File: src/hw/rtl/sva_pkg.sv
// ----------------------------------------------------------------------------
// Voice allocator package
// Event codes, mode codes, field widths and the result word shared by the
// allocator's modules.
// ----------------------------------------------------------------------------
package sva_pkg;

   localparam int OPCODE_W = 2;
   localparam int TONE_W   = 7;
   localparam int MODE_W   = 2;
   localparam int VOICE_W  = 4;
   localparam int MASK_W   = 16;

   // event codes
   localparam logic [OPCODE_W-1:0] OP_NOTE_ON  = 2'd0;
   localparam logic [OPCODE_W-1:0] OP_NOTE_OFF = 2'd1;
   localparam logic [OPCODE_W-1:0] OP_ALL_OFF  = 2'd2;
   localparam logic [OPCODE_W-1:0] OP_IGNORED  = 2'd3;

   // voice modes; the spare code behaves as polyphonic
   localparam logic [MODE_W-1:0] MODE_POLY    = 2'd0;
   localparam logic [MODE_W-1:0] MODE_MONO    = 2'd1;
   localparam logic [MODE_W-1:0] MODE_ONESHOT = 2'd2;

   typedef struct packed {
      logic [VOICE_W-1:0] assigned_voice;
      logic               assigned_valid;
      logic               note_dropped;
      logic [MASK_W-1:0]  released_mask;
      logic [MASK_W-1:0]  active_mask;
   } rsp_word_type;

endpackage

File: src/hw/rtl/sva_event.sv
// ----------------------------------------------------------------------------
// Voice allocator event logic
// Applies one note event to the voice table: tone match, release, first-free
// priority search and the result word, all in one combinational pass.
// ----------------------------------------------------------------------------
module sva_event #(
   parameter int NUM_VOICES = 16
) (
   input  logic [sva_pkg::OPCODE_W-1:0] opcode,
   input  logic [sva_pkg::TONE_W-1:0]   note_tone,
   input  logic [sva_pkg::MODE_W-1:0]   voice_mode,
   input  logic [NUM_VOICES-1:0]        active_cur,
   input  logic [sva_pkg::TONE_W-1:0]   tone_cur [NUM_VOICES],
   output logic [NUM_VOICES-1:0]        active_nxt,
   output logic                         tone_we,
   output logic [((NUM_VOICES > 1) ? $clog2(NUM_VOICES) : 1)-1:0] tone_waddr,
   output sva_pkg::rsp_word_type        rsp_word
);

   localparam int VoiceIdxW = (NUM_VOICES > 1) ? $clog2(NUM_VOICES) : 1;
   localparam int WideMaskW = (NUM_VOICES > sva_pkg::MASK_W) ? NUM_VOICES : sva_pkg::MASK_W;
   localparam int WideIdxW  = (VoiceIdxW > sva_pkg::VOICE_W) ? VoiceIdxW : sva_pkg::VOICE_W;

   logic [NUM_VOICES-1:0] tone_match;
   logic [NUM_VOICES-1:0] release_bits;
   logic [NUM_VOICES-1:0] active_rel;
   logic [VoiceIdxW-1:0]  free_idx;
   logic                  free_found;
   logic                  is_on;
   logic [WideMaskW-1:0]  rel_wide;
   logic [WideMaskW-1:0]  act_wide;
   logic [WideIdxW-1:0]   idx_wide;

   // compare every active voice against the event tone
   always_comb begin
      for (int v = 0; v < NUM_VOICES; v++) begin
         tone_match[v] = active_cur[v] && (tone_cur[v] == note_tone);
      end
   end

   // pick the voices this event releases
   always_comb begin
      is_on = 1'b0;
      case (opcode)
         sva_pkg::OP_NOTE_ON: begin
            is_on        = 1'b1;
            release_bits = (voice_mode == sva_pkg::MODE_MONO) ? tone_match : '0;
         end
         sva_pkg::OP_NOTE_OFF: begin
            release_bits = (voice_mode == sva_pkg::MODE_ONESHOT) ? '0 : tone_match;
         end
         sva_pkg::OP_ALL_OFF: begin
            release_bits = active_cur;
         end
         sva_pkg::OP_IGNORED: begin
            release_bits = '0;
         end
         default: begin
            release_bits = '0;
         end
      endcase
   end

   assign active_rel = active_cur & ~release_bits;

   // lowest-numbered free voice wins
   always_comb begin
      free_idx   = '0;
      free_found = 1'b0;
      for (int v = NUM_VOICES - 1; v >= 0; v--) begin
         if (!active_rel[v]) begin
            free_idx   = VoiceIdxW'(v);
            free_found = 1'b1;
         end
      end
   end

   // claim the voice on a successful note-on
   always_comb begin
      active_nxt = active_rel;
      if (is_on && free_found) begin
         active_nxt[free_idx] = 1'b1;
      end
   end

   assign tone_we    = is_on && free_found;
   assign tone_waddr = free_idx;

   // fold the voice vectors down to the reported widths
   assign rel_wide = WideMaskW'(release_bits);
   assign act_wide = WideMaskW'(active_nxt);
   assign idx_wide = (is_on && free_found) ? WideIdxW'(free_idx) : '0;

   always_comb begin
      rsp_word.assigned_voice = idx_wide[sva_pkg::VOICE_W-1:0];
      rsp_word.assigned_valid = is_on && free_found;
      rsp_word.note_dropped   = is_on && !free_found;
      rsp_word.released_mask  = rel_wide[sva_pkg::MASK_W-1:0];
      rsp_word.active_mask    = act_wide[sva_pkg::MASK_W-1:0];
   end

endmodule

File: src/hw/rtl/synth_voice_allocator.sv
// ----------------------------------------------------------------------------
// Synthesizer voice allocator
// First-free polyphonic voice allocator with monophonic and one-shot modes.
// ----------------------------------------------------------------------------
// The block takes one note event word per clock while the output side keeps
// up, and returns exactly one result word per event. An accepted event is
// held in the input register, applied to the voice table by a single pass of
// tone compare and first-free priority search, and its result is loaded into
// the output register when that register is free or being emptied, so a new
// event can be taken every cycle while the output side keeps up. A stalled
// result holds the input stage; the input side then stops once that stage is
// full.
// The voice mode register is written through the csr_ port; the user must
// write it only while no events are in flight, as the block does not enforce it.
module synth_voice_allocator #(
   parameter int NUM_VOICES = 16
) (
   input  logic                          clock,
   input  logic                          reset,
   input  logic                          req_valid,
   output logic                          req_ready,
   input  logic [sva_pkg::OPCODE_W-1:0]  req_opcode,
   input  logic [sva_pkg::TONE_W-1:0]    req_note_tone,
   output logic                          rsp_valid,
   input  logic                          rsp_ready,
   output logic [sva_pkg::VOICE_W-1:0]   rsp_assigned_voice,
   output logic                          rsp_assigned_valid,
   output logic                          rsp_note_dropped,
   output logic [sva_pkg::MASK_W-1:0]    rsp_released_mask,
   output logic [sva_pkg::MASK_W-1:0]    rsp_active_mask,
   input  logic                          csr_valid,
   output logic                          csr_ready,
   input  logic [sva_pkg::MODE_W-1:0]    csr_voice_mode
);

   localparam int VoiceIdxW = (NUM_VOICES > 1) ? $clog2(NUM_VOICES) : 1;
   localparam int WideMaskW = (NUM_VOICES > sva_pkg::MASK_W) ? NUM_VOICES : sva_pkg::MASK_W;

   logic [sva_pkg::MODE_W-1:0]   mode_ff;
   logic                         in_valid_ff;
   logic [sva_pkg::OPCODE_W-1:0] in_opcode_ff;
   logic [sva_pkg::TONE_W-1:0]   in_tone_ff;
   logic                         rsp_valid_ff;
   sva_pkg::rsp_word_type        rsp_word_ff;
   sva_pkg::rsp_word_type        rsp_word_in;
   logic [NUM_VOICES-1:0]        voice_active_ff;
   logic [NUM_VOICES-1:0]        voice_active_in;
   logic [sva_pkg::TONE_W-1:0]   voice_tone_ff [NUM_VOICES];
   logic                         tone_we;
   logic [VoiceIdxW-1:0]         tone_waddr;
   logic                         advance;
   logic [WideMaskW-1:0]         active_wide;

   // the stage moves on when the output register is free or being emptied
   assign advance   = !rsp_valid_ff || rsp_ready;
   assign req_ready = !in_valid_ff || advance;
   assign csr_ready = 1'b1;

   // hold the voice mode
   always_ff @(posedge clock) begin
      if (reset) begin
         mode_ff <= sva_pkg::MODE_POLY;
      end else if (csr_valid) begin
         mode_ff <= csr_voice_mode;
      end
   end

   // input register
   always_ff @(posedge clock) begin
      if (reset) begin
         in_valid_ff <= 1'b0;
      end else if (req_ready) begin
         in_valid_ff <= req_valid;
      end
   end

   always_ff @(posedge clock) begin
      if (req_ready && req_valid) begin
         in_opcode_ff <= req_opcode;
         in_tone_ff   <= req_note_tone;
      end
   end

   sva_event #(
      .NUM_VOICES (NUM_VOICES)
   ) u_event (
      .opcode     (in_opcode_ff),
      .note_tone  (in_tone_ff),
      .voice_mode (mode_ff),
      .active_cur (voice_active_ff),
      .tone_cur   (voice_tone_ff),
      .active_nxt (voice_active_in),
      .tone_we    (tone_we),
      .tone_waddr (tone_waddr),
      .rsp_word   (rsp_word_in)
   );

   // advance the voice table on each processed event
   always_ff @(posedge clock) begin
      if (reset) begin
         voice_active_ff <= '0;
      end else if (in_valid_ff && advance) begin
         voice_active_ff <= voice_active_in;
      end
   end

   always_ff @(posedge clock) begin
      if (in_valid_ff && advance && tone_we) begin
         voice_tone_ff[tone_waddr] <= in_tone_ff;
      end
   end

   // result register
   always_ff @(posedge clock) begin
      if (reset) begin
         rsp_valid_ff <= 1'b0;
      end else if (advance) begin
         rsp_valid_ff <= in_valid_ff;
      end
   end

   always_ff @(posedge clock) begin
      if (advance && in_valid_ff) begin
         rsp_word_ff <= rsp_word_in;
      end
   end

   assign rsp_valid          = rsp_valid_ff;
   assign rsp_assigned_voice = rsp_word_ff.assigned_voice;
   assign rsp_assigned_valid = rsp_word_ff.assigned_valid;
   assign rsp_note_dropped   = rsp_word_ff.note_dropped;
   assign rsp_released_mask  = rsp_word_ff.released_mask;
   assign rsp_active_mask    = rsp_word_ff.active_mask;

   assign active_wide = WideMaskW'(voice_active_ff);

   // a word cannot both claim a voice and be dropped
   a_assign_xor_drop: assert property (@(posedge clock) disable iff (reset)
      rsp_valid_ff |-> !(rsp_word_ff.assigned_valid && rsp_word_ff.note_dropped))
      else $error("result both assigned and dropped");

   // a held event stays in the input stage
   a_stage_hold: assert property (@(posedge clock) disable iff (reset)
      in_valid_ff && !advance |=> in_valid_ff && $stable(in_opcode_ff))
      else $error("input stage lost a stalled event");

   // the reported mask matches the voice table just written
   a_mask_matches: assert property (@(posedge clock) disable iff (reset)
      in_valid_ff && advance |=>
         rsp_word_ff.active_mask == active_wide[sva_pkg::MASK_W-1:0])
      else $error("active mask differs from voice table");

   // a dropped note leaves the voice table alone
   a_drop_no_change: assert property (@(posedge clock) disable iff (reset)
      in_valid_ff && advance && rsp_word_in.note_dropped |=>
         voice_active_ff == $past(voice_active_ff))
      else $error("dropped note changed the voice table");

endmodule

File: config.mk
export PLATFORM = sky130hd
export DESIGN_NAME = synth_voice_allocator
export DESIGN_NICKNAME = d
export VERILOG_FILES = /design/src/hw/rtl/sva_pkg.sv /design/src/hw/rtl/sva_event.sv /design/src/hw/rtl/synth_voice_allocator.sv
export SDC_FILE = /design/constraint.sdc
export NUM_CORES = 1
export LEC_CHECK = 0
export ABC_CLOCK_PERIOD_IN_PS = 4600
export BUFFER_PORTS_ARGS = -buffer_cell sky130_fd_sc_hd__clkbuf_2
export CAP_MARGIN = 10
export CORE_AREA = 2 2 128 130
export CTS_CLUSTER_DIAMETER = 30
export DETAILED_ROUTE_END_ITERATION = 10
export DIE_AREA = 0 0 130 132
export GPL_TIMING_DRIVEN = 1
export PLACE_DENSITY = 0.75
export SYNTH_ARGS = -nofsm -noshare
export SYNTH_HDL_FRONTEND = slang
export SYNTH_SLANG_ARGS = --single-unit
File: constraint.sdc
create_clock -name clock -period 4.6 [get_ports clock]
set_clock_uncertainty 0.1 [all_clocks]
set_input_delay 1.38 -clock clock [delete_from_list [all_inputs] [get_ports clock]]
set_output_delay 1.38 -clock clock [all_outputs]
set_load 0.02 [all_outputs]
* Yosys cells after proc, flatten, opt, wreduce, memory -nomap -nowiden
Cells that the tools add are included.
Widths: inputs -> output; s select.
** Storage, ports and cells
- Register bits after elaboration :: 179
- Input port bits :: 16
- Output and inout port bits :: 41
- Logic and storage cells :: 127
** Cells by class
- Magnitude comparators :: 4
- Eq/ne operators :: 21
- Mux-type cells :: 42
- Bitwise logic cells :: 4
- Reduce and logical (&&, ||, !) cells :: 29
** Operator list (number)
- $bwmux 112 :: 1
- $eq 7x7->1 :: 16
- $mux 4 :: 16
- $pmux 16 s4 :: 1
- $mux 16 :: 3
- $demux 7 s4 :: 1
- $logic_and 1x1->1 :: 23
- $mux 1 :: 18
- $and 16x16->16 :: 1
- $not 16->16 :: 1
- $or 16x16->16 :: 1
- $mux 7 :: 1
- $eq 2x2->1 const B :: 3
- $ge 5x5->1 const B :: 1
- $lt 4x5->1 const B :: 1
- $lt 5x1->1 const B :: 1
- $not 4->5 :: 1
- $demux 1 s4 :: 1
- $eq 2x1->1 const B :: 2
- $ge 4x1->1 const B :: 1
- $logic_not 1->1 :: 3
- $logic_not 2->1 :: 1
- $logic_or 1x1->1 :: 2

* Depth between registers and ports, before layout
Gate-level depths: netlist (run 1).
- Depth after elaboration :: 28
- Depth in mapped cells :: 11
- Depth with buffers taken out :: 8

* Modules after synthesis
Synthesis (run 1) repeated with hierarchy kept, for this count alone.
** Unflattened totals
- Cell total of the unflattened synthesis :: 582
- Area, all modules :: 8247.9 um2
** By module, submodules not included
- synth_voice_allocator :: instances 1, cells an instance 271, area an instance 5816.8 um2, sequential area each 5175.0 um2
- sva_event :: instances 1, cells an instance 311, area an instance 2431.1 um2, sequential area each 0.0 um2

* Worst setup path before layout (run 1)
Ideal clock, no wire load.
- Kind :: input -> register
- From :: input port rsp_ready
- To :: register voice_tone_ff[84] (netlist name), enable pin
- Library setup time :: 0.380 ns
- Arrival :: 3.797 ns
- Required time :: 4.120 ns
- Setup slack :: 0.323 ns
- Stages on the path :: 7
- Buffers on the path :: 1
- Cells stage by stage :: nor2b_1 -> nand2b_1 -> clkbuf_1 -> inv_1 -> nand2_1 -> or3_1 -> nor3_1
** Between the ends
- Cells in the longest elaborated chain, start to end :: 3
** Ends and longest elaborated chain
- start, declared :: RTL line synth_voice_allocator.sv:25 : input logic rsp_ready,
- $logic_or 1x1->1 :: RTL line synth_voice_allocator.sv:55 : assign advance = !rsp_valid_ff || rsp_ready;
- $logic_and 1x1->1 (2 in a row) :: RTL line synth_voice_allocator.sv:108 : if (in_valid_ff && advance && tone_we) begin
- end signal, assigned by index :: RTL line synth_voice_allocator.sv:109 : voice_tone_ff[tone_waddr] <= in_tone_ff;
- end, declared :: RTL line synth_voice_allocator.sv:48 : logic [sva_pkg::TONE_W-1:0] voice_tone_ff [NUM_VOICES];
No other way between the ends.
A chain may end at the register's enable or synchronous reset.

* Final worst setup path (run 1)
- From :: register in_opcode_ff[0] (netlist name)
- To :: register voice_tone_ff[61] (netlist name), enable pin
** Between the ends
- Cells in the longest elaborated chain, start to end :: 22
- Elaborated cells on any way between the ends :: 26
- Those cells by class :: eq/ne (3); mux (18); bitwise (2); reduce/logical (3)
** Ends and longest elaborated chain
- start, declared :: RTL line synth_voice_allocator.sv:41 : logic [sva_pkg::OPCODE_W-1:0] in_opcode_ff;
- start signal, assigned :: RTL line synth_voice_allocator.sv:79 : in_opcode_ff <= req_opcode;
- $eq 2x2->1, or another cell as far along :: RTL line sva_event.sv:44 : case (opcode)
- $pmux 16 s4 :: RTL line sva_event.sv:44
- $not 16->16 :: RTL line sva_event.sv:64 : assign active_rel = active_cur & ~release_bits;
- $and 16x16->16 :: RTL line sva_event.sv:64
- $mux 1 (16 in a row) :: RTL line sva_event.sv:71 : if (!active_rel[v]) begin
- $logic_and 1x1->1 * :: RTL line sva_event.sv:86 : assign tone_we = is_on && free_found;
- $logic_and 1x1->1 * :: RTL line synth_voice_allocator.sv:108
Mark *: on every way between the ends. The rest lies on a longest branch, timed or not.

==> run summary, run 1 <==
share of the core filled with cells: 56.2%
share of synthesized flip-flops with an asynchronous set or reset: 0%
crit-path max FO: 14
antenna violations before repair: 0
Synth cell types: 49
largest net degree at the start of global routing: 42
CP startpoint kind: register
layout cells sized above 1: 18.8%
Antenna Cells: 0
Worst setup EP type: register
dpl hpwl: 11300 um
vias: 4723
CTS tree: done
vias in the first global route: 4555
per-cell routed wire length: 19.0 um
setup_tns: 0 ns
die height: 132 um
worst skew pair latency: 0.43 ns
Clock Path Buffers: 2
area of the core: 15700 um2
Synth area leaders: edfxtp_1 62%, xor2_1 10%, dfxtp_1 5.2%, xnor2_1 2.4%, o21ai_0 1.8%
Rows: 46
worst slew pin tran: 1.05 ns
max_slew headroom: 29.4%
Mapped Avg Cell Area: 14.0 um2
Post-Synthesis Cells: 555
post-cts resize count: 0
number of setup violations in the final report: 0
first-pass GRT wire length: 25300 um
outcome: complete, no violations
Yosys top cell by area: edfxtp_1
PD cells: 371 nW/um2
sequential cell area fraction in the yosys report: 66.7%
cts bufs inserted: 17
clock-pin slew on the worst setup and hold paths: 0.06 ns
Seq cells post-synth: 179
Buffers on Ports: 55
fin worst setup slack: 0.630 ns
DRC Markers: 0
CTS sink count: 179
Worst Path Arrival: 3.92 ns
final WL: 16300 um
Clock Root Buffer: clkbuf_16
ranking of synthesized cells by instance count: 159 x edfxtp_1, 91 x xor2_1, 34 x nor2_1
CP required: 4.55 ns
antenna viol nets, final: 0
part of the cycle the worst path needs: 86.3%
Main synth FF type: edfxtp_1
count leader, synth: edfxtp_1
Slew Viols, Final: 0
placed cell area: 8320 um2
Fin Hold WS: 0.387 ns
Tmin final: 3.97 ns
drt first pass iters: 5
RSZ-0062 raised after global routing: no
pre-CTS WS: 0.661 ns
GP Congestion: 0.945
max_cap viols: 0
static leakage power: 0.00302 uW
# Post-CTS Setup Buffers: 0
Nets: 646
CP Class: register to register
Yosys top cell area share: 61.5%
Ys Warns: 0
die area: 17200 um2
number of flops mapped to enable cells by yosys: 159
I/O pin total: 57
number of DRC markers in iteration 0: 496
Area Growth Syn to Fin: 13.7%
H-tree depth: 4
Chip Width: 130 um
total global-route track usage: 19.8%
Max IR drop VDD: 255 uV
final hold viol count: 0
Hold Path Class: register to register
Hold-fix buffers, CTS: 0
Initial Util: 49.4%
fmax: 0.252 GHz
Mapped Nets: 571
DR vias/cell: 5.50
Synth Cell Area: 7760 um2
GRT overflow: 0
post-route cell area: 8820 um2
-- registers in the layout, summed over array words and instances (netlist names) --
signal              cells
rsp_released_mask      16
voice_tone_ff         112
in_valid_ff             1
rsp_active_mask        16
rsp_assigned_voice      4
in_tone_ff              7
rsp_note_dropped        1
rsp_assigned_valid      1
mode_ff                 2
rsp_valid               1
active_wide            16
in_opcode_ff            2
-- per-layer routing --
layer	global-route usage (%)	part of all wire (%)	wire length, um	up-vias
met5	0	0	0	-
met4	8.42	2.0	330	0
met3	4.18	5.0	811	30
met2	28.9	45	7420	158
met1	28.8	48	7750	2326
li1	-	-	-	2209
-- path summary, 6_finish.rpt --
kind	slack [ns]	cells past startpoint	to	startpoint
setup reg to reg	0.63	8	voice_tone_ff[61]	in_opcode_ff[0]
setup / recovery	0.63	8	voice_tone_ff[61]	in_opcode_ff[0]
hold / removal	0.39	2	active_wide[6]	active_wide[6]
hold reg to reg	0.39	2	active_wide[6]	active_wide[6]
-- layout by cell type, fill, tap and decap left out, types with 13 or more instances in the layout --
| cell type | synthesis | layout |
|---|---|---|
| clkbuf_2 | 0 | 55 |
| clkbuf_16 | 0 | 17 |
| nor2_1 | 34 | 34 |
| xor2_1 | 91 | 91 |
| inv_1 | 13 | 13 |
| nor3_1 | 21 | 21 |
| nor4_1 | 15 | 15 |
| o21ai_0 | 28 | 28 |
| dfxtp_1 | 20 | 20 |
| a31oi_1 | 17 | 17 |
| buf_4 | 5 | 25 |
| edfxtp_1 | 159 | 159 |
| xnor2_1 | 21 | 21 |
| a21oi_1 | 13 | 13 |
-- power by group --
group | switching (uW) | leakage [uW] | internal (uW)
Combinational | 134 | 0.00118 | 65.0
Clock | 586 | 0.000237 | 681
Sequential | 12.6 | 0.00160 | 1790
Total | 733 | 0.00302 | 2540
-- stage by stage --
stage / power (uW) / std cells
final: 3270 / 858
after global routing: 3380 / 858
after CTS: 3290 / 858
after detailed placement: 2040 / 827
after global placement: 2030 / 827
after floorplan: 1980 / 555
-- worst max-delay path, stage by stage, from the launching register on --
cell      delay (ns)
edfxtp_1        0.46
o21bai_1        0.20
a21oi_1         0.24
buf_4           0.27
a311oi_2        0.42
nand3_1         0.23
or3_1           0.40
or3_1           0.44
nor3_1          0.82
-- kinds of logic (layout without fill, tap and decap cells) --
group	count (synthesis)	after routing	share of synthesized area, %
buffers and inverters	38	125	3.11
AO/OA/AOI/OAI	97	97	8.50
flip-flops	179	179	66.7
XOR/XNOR	112	112	12.6
AND/OR/NAND/NOR	126	126	8.76
multiplexers	2	2	0.258
other	1	1	0.0483
-- layout make-up --
type                    instances  area (um2)
clock buffers                  21         440
clock inverters                10        62.6
fillers                      1261        6890
inverters                      13        48.8
multi-input cells             338        2340
flip-flops and latches        179        5170
well taps                     216         270
repair buffers                 81         483
Note: power is estimated with default switching activity, not from simulation.
==> run 2, diff against run 1 <==
Settings changed: PLACE_DENSITY 0.75 to 0.65.
==> run 2 against run 1 <==
Against the previous run:
- critical path depth up 1
- utilization up 0.98 points
- hold slack better by 0.015 ns
- maximum frequency down 2.2%
- via count down 0.55%
- design area up 1.7%
- sequential power about the same
- first-iteration DRC count down 4.0%
- clock power up 20%
- total power up 7.7%
- critical path type unchanged
- critical endpoint is now voice_tone_ff[16]
- highest routed layer unchanged
==> run summary, run 2 (same netlist as run 1, synthesis figures left out) <==
per-cell routed wire length: 18.9 um (was 19.0 um)
Hold-fix buffers, CTS: 0 (unchanged)
Fin Hold WS: 0.401 ns (was 0.387 ns)
Rows: 46 (unchanged)
GP Congestion: 0.931 (was 0.945)
outcome: complete, no violations (unchanged)
fmax: 0.246 GHz (was 0.252 GHz)
max reg flops: 112 (unchanged)
dpl hpwl: 11000 um (was 11300 um)
# Post-CTS Setup Buffers: 0 (unchanged)
Chip Width: 130 um (unchanged)
placed cell area: 8360 um2 (was 8320 um2)
setup_tns: 0 ns (unchanged)
DR vias/cell: 5.49 (was 5.50)
CP Class: register to register (unchanged)
cts bufs inserted: 17 (unchanged)
Slew Viols, Final: 0 (unchanged)
PD cells: 393 nW/um2 (was 371 nW/um2)
first-pass GRT wire length: 25500 um (was 25300 um)
CP required: 4.62 ns (was 4.55 ns)
Clock Path Buffers: 2 (unchanged)
Nets: 642 (was 646)
max_slew headroom: 41.4% (was 29.4%)
antenna viol nets, final: 0 (unchanged)
number of DRC markers in iteration 0: 476 (was 496)
final hold viol count: 0 (unchanged)
CTS tree: done (unchanged)
I/O pin total: 57 (unchanged)
Buffers on Ports: 55 (unchanged)
static leakage power: 0.00309 uW (was 0.00302 uW)
commonest non-fill, non-tap cell in the layout: edfxtp_1 (unchanged)
Initial Util: 49.4% (unchanged)
CP max stage cell: edfxtp_1 (was nor3_1)
vias in the first global route: 4655 (was 4555)
H-tree depth: 4 (unchanged)
total global-route track usage: 19.8% (about the same)
clock-pin slew on the worst setup and hold paths: 0.07 ns (was 0.06 ns)
crit-path cells: buf_12, xor2_1, nor4_1, a311o_1, nor4_1, a211oi_2, nor2_1, a21oi_2, nor2_1 (was o21bai_1, a21oi_1, buf_4, a311oi_2, nand3_1, or3_1, or3_1, nor3_1)
DRC Markers: 0 (unchanged)
Area Growth Syn to Fin: 15.7% (was 13.7%)
layout cells sized above 1: 19.4% (was 18.8%)
Clock Root Buffer: clkbuf_16 (unchanged)
post-cts resize count: 0 (unchanged)
Hold Path Class: register to register (unchanged)
GRT overflow: 0 (unchanged)
worst slew pin tran: 0.878 ns (was 1.05 ns)
leading cell types in the layout, fill and taps excluded: 159 x edfxtp_1, 91 x xor2_1, 55 x clkbuf_2 (unchanged)
area of the core: 15700 um2 (unchanged)
Tmin final: 4.06 ns (was 3.97 ns)
number of fill cells: 1236 (was 1261)
drt first pass iters: 5 (unchanged)
Biggest register: voice_tone_ff (unchanged)
vias: 4697 (was 4723)
largest net degree at the start of global routing: 42 (unchanged)
number of setup violations in the final report: 0 (unchanged)
worst skew pair latency: 0.43 ns (about the same)
CTS sink count: 179 (unchanged)
part of the cycle the worst path needs: 88.2% (was 86.3%)
Worst setup EP type: register (unchanged)
Worst Path Arrival: 4.08 ns (was 3.92 ns)
die area: 17200 um2 (unchanged)
antenna violations before repair: 0 (unchanged)
CP startpoint kind: register (unchanged)
crit-path max FO: 17 (was 14)
Worst path max stage delay: 0.63 ns (was 0.82 ns)
die height: 132 um (unchanged)
RSZ-0062 raised after global routing: no (unchanged)
post-route cell area: 8980 um2 (was 8820 um2)
Max IR drop VDD: 277 uV (was 255 uV)
final WL: 16200 um (was 16300 um)
Antenna Cells: 0 (unchanged)
max_cap viols: 0 (unchanged)
[run 2: cell count changes in the layout (fill, tap and decap cells not counted), sizes merged]
cell      delta
buf          -4
bufinv       +3
clkbuf       -4
clkinv       -3
clkinvlp     -1
inv          +6
[run 2: report_power, final]
group / leakage, uW / switching (uW) / internal, uW
Sequential: 0.00160 / 13.9 / 1790
Clock: 0.000295 / 647 / 872
Combinational: 0.00119 / 133 / 68.0
Total: 0.00309 / 794 / 2730
[run 2: metrics by stage]
stage	std cells	total power [uW]	util, %	worst slack, ns
after floorplan	555	1980	-	0.323
after global placement	823	2040	53.2	0.689
after detailed placement	823	2040	53.2	0.586
after CTS	855	3550	57.1	0.576
after global routing	855	3640	57.1	0.286
final	855	3520	57.1	0.541
[run 2: worst max-delay path: cells and delay by family, from the launching register on]
family | cells | cell delay (ns)
AOI/OAI and AO/OA | 3 | 1.38
xor gates and xnor gates | 1 | 0.16
DFF | 1 | 0.63
and+or+nand+nor | 4 | 1.18
buffers and inverters | 1 | 0.27
[run 2: final cells by class]
class	count	area (um2)	area share (%)
Clock inverter	15	196	2.19
Tap cell	216	270	3.01
Sequential cell	179	5170	57.6
Multi-Input combinational cell	338	2350	26.1
Clock buffer	17	425	4.74
Timing Repair Buffer	77	515	5.74
Inverter	13	48.8	0.544
[run 2: path summary, 6_finish.rpt]
path	startpoint	endpoint	slack [ns]	cells after the start
worst max register to register	in_tone_ff[6]	voice_tone_ff[16]	0.54	9
worst min-delay path	active_wide[5]	active_wide[5]	0.40	2
worst max-delay path	in_tone_ff[6]	voice_tone_ff[16]	0.54	9
worst min register to register	active_wide[5]	active_wide[5]	0.40	2
[run 2: per-layer routing]
layer,up-vias,part of all wire [%],global-route usage [%]
met1,2263,47,28.2
li1,2201,-,-
met3,40,5.0,4.22
met4,0,3.1,9.92
met2,193,45,28.7
met5,-,0,0
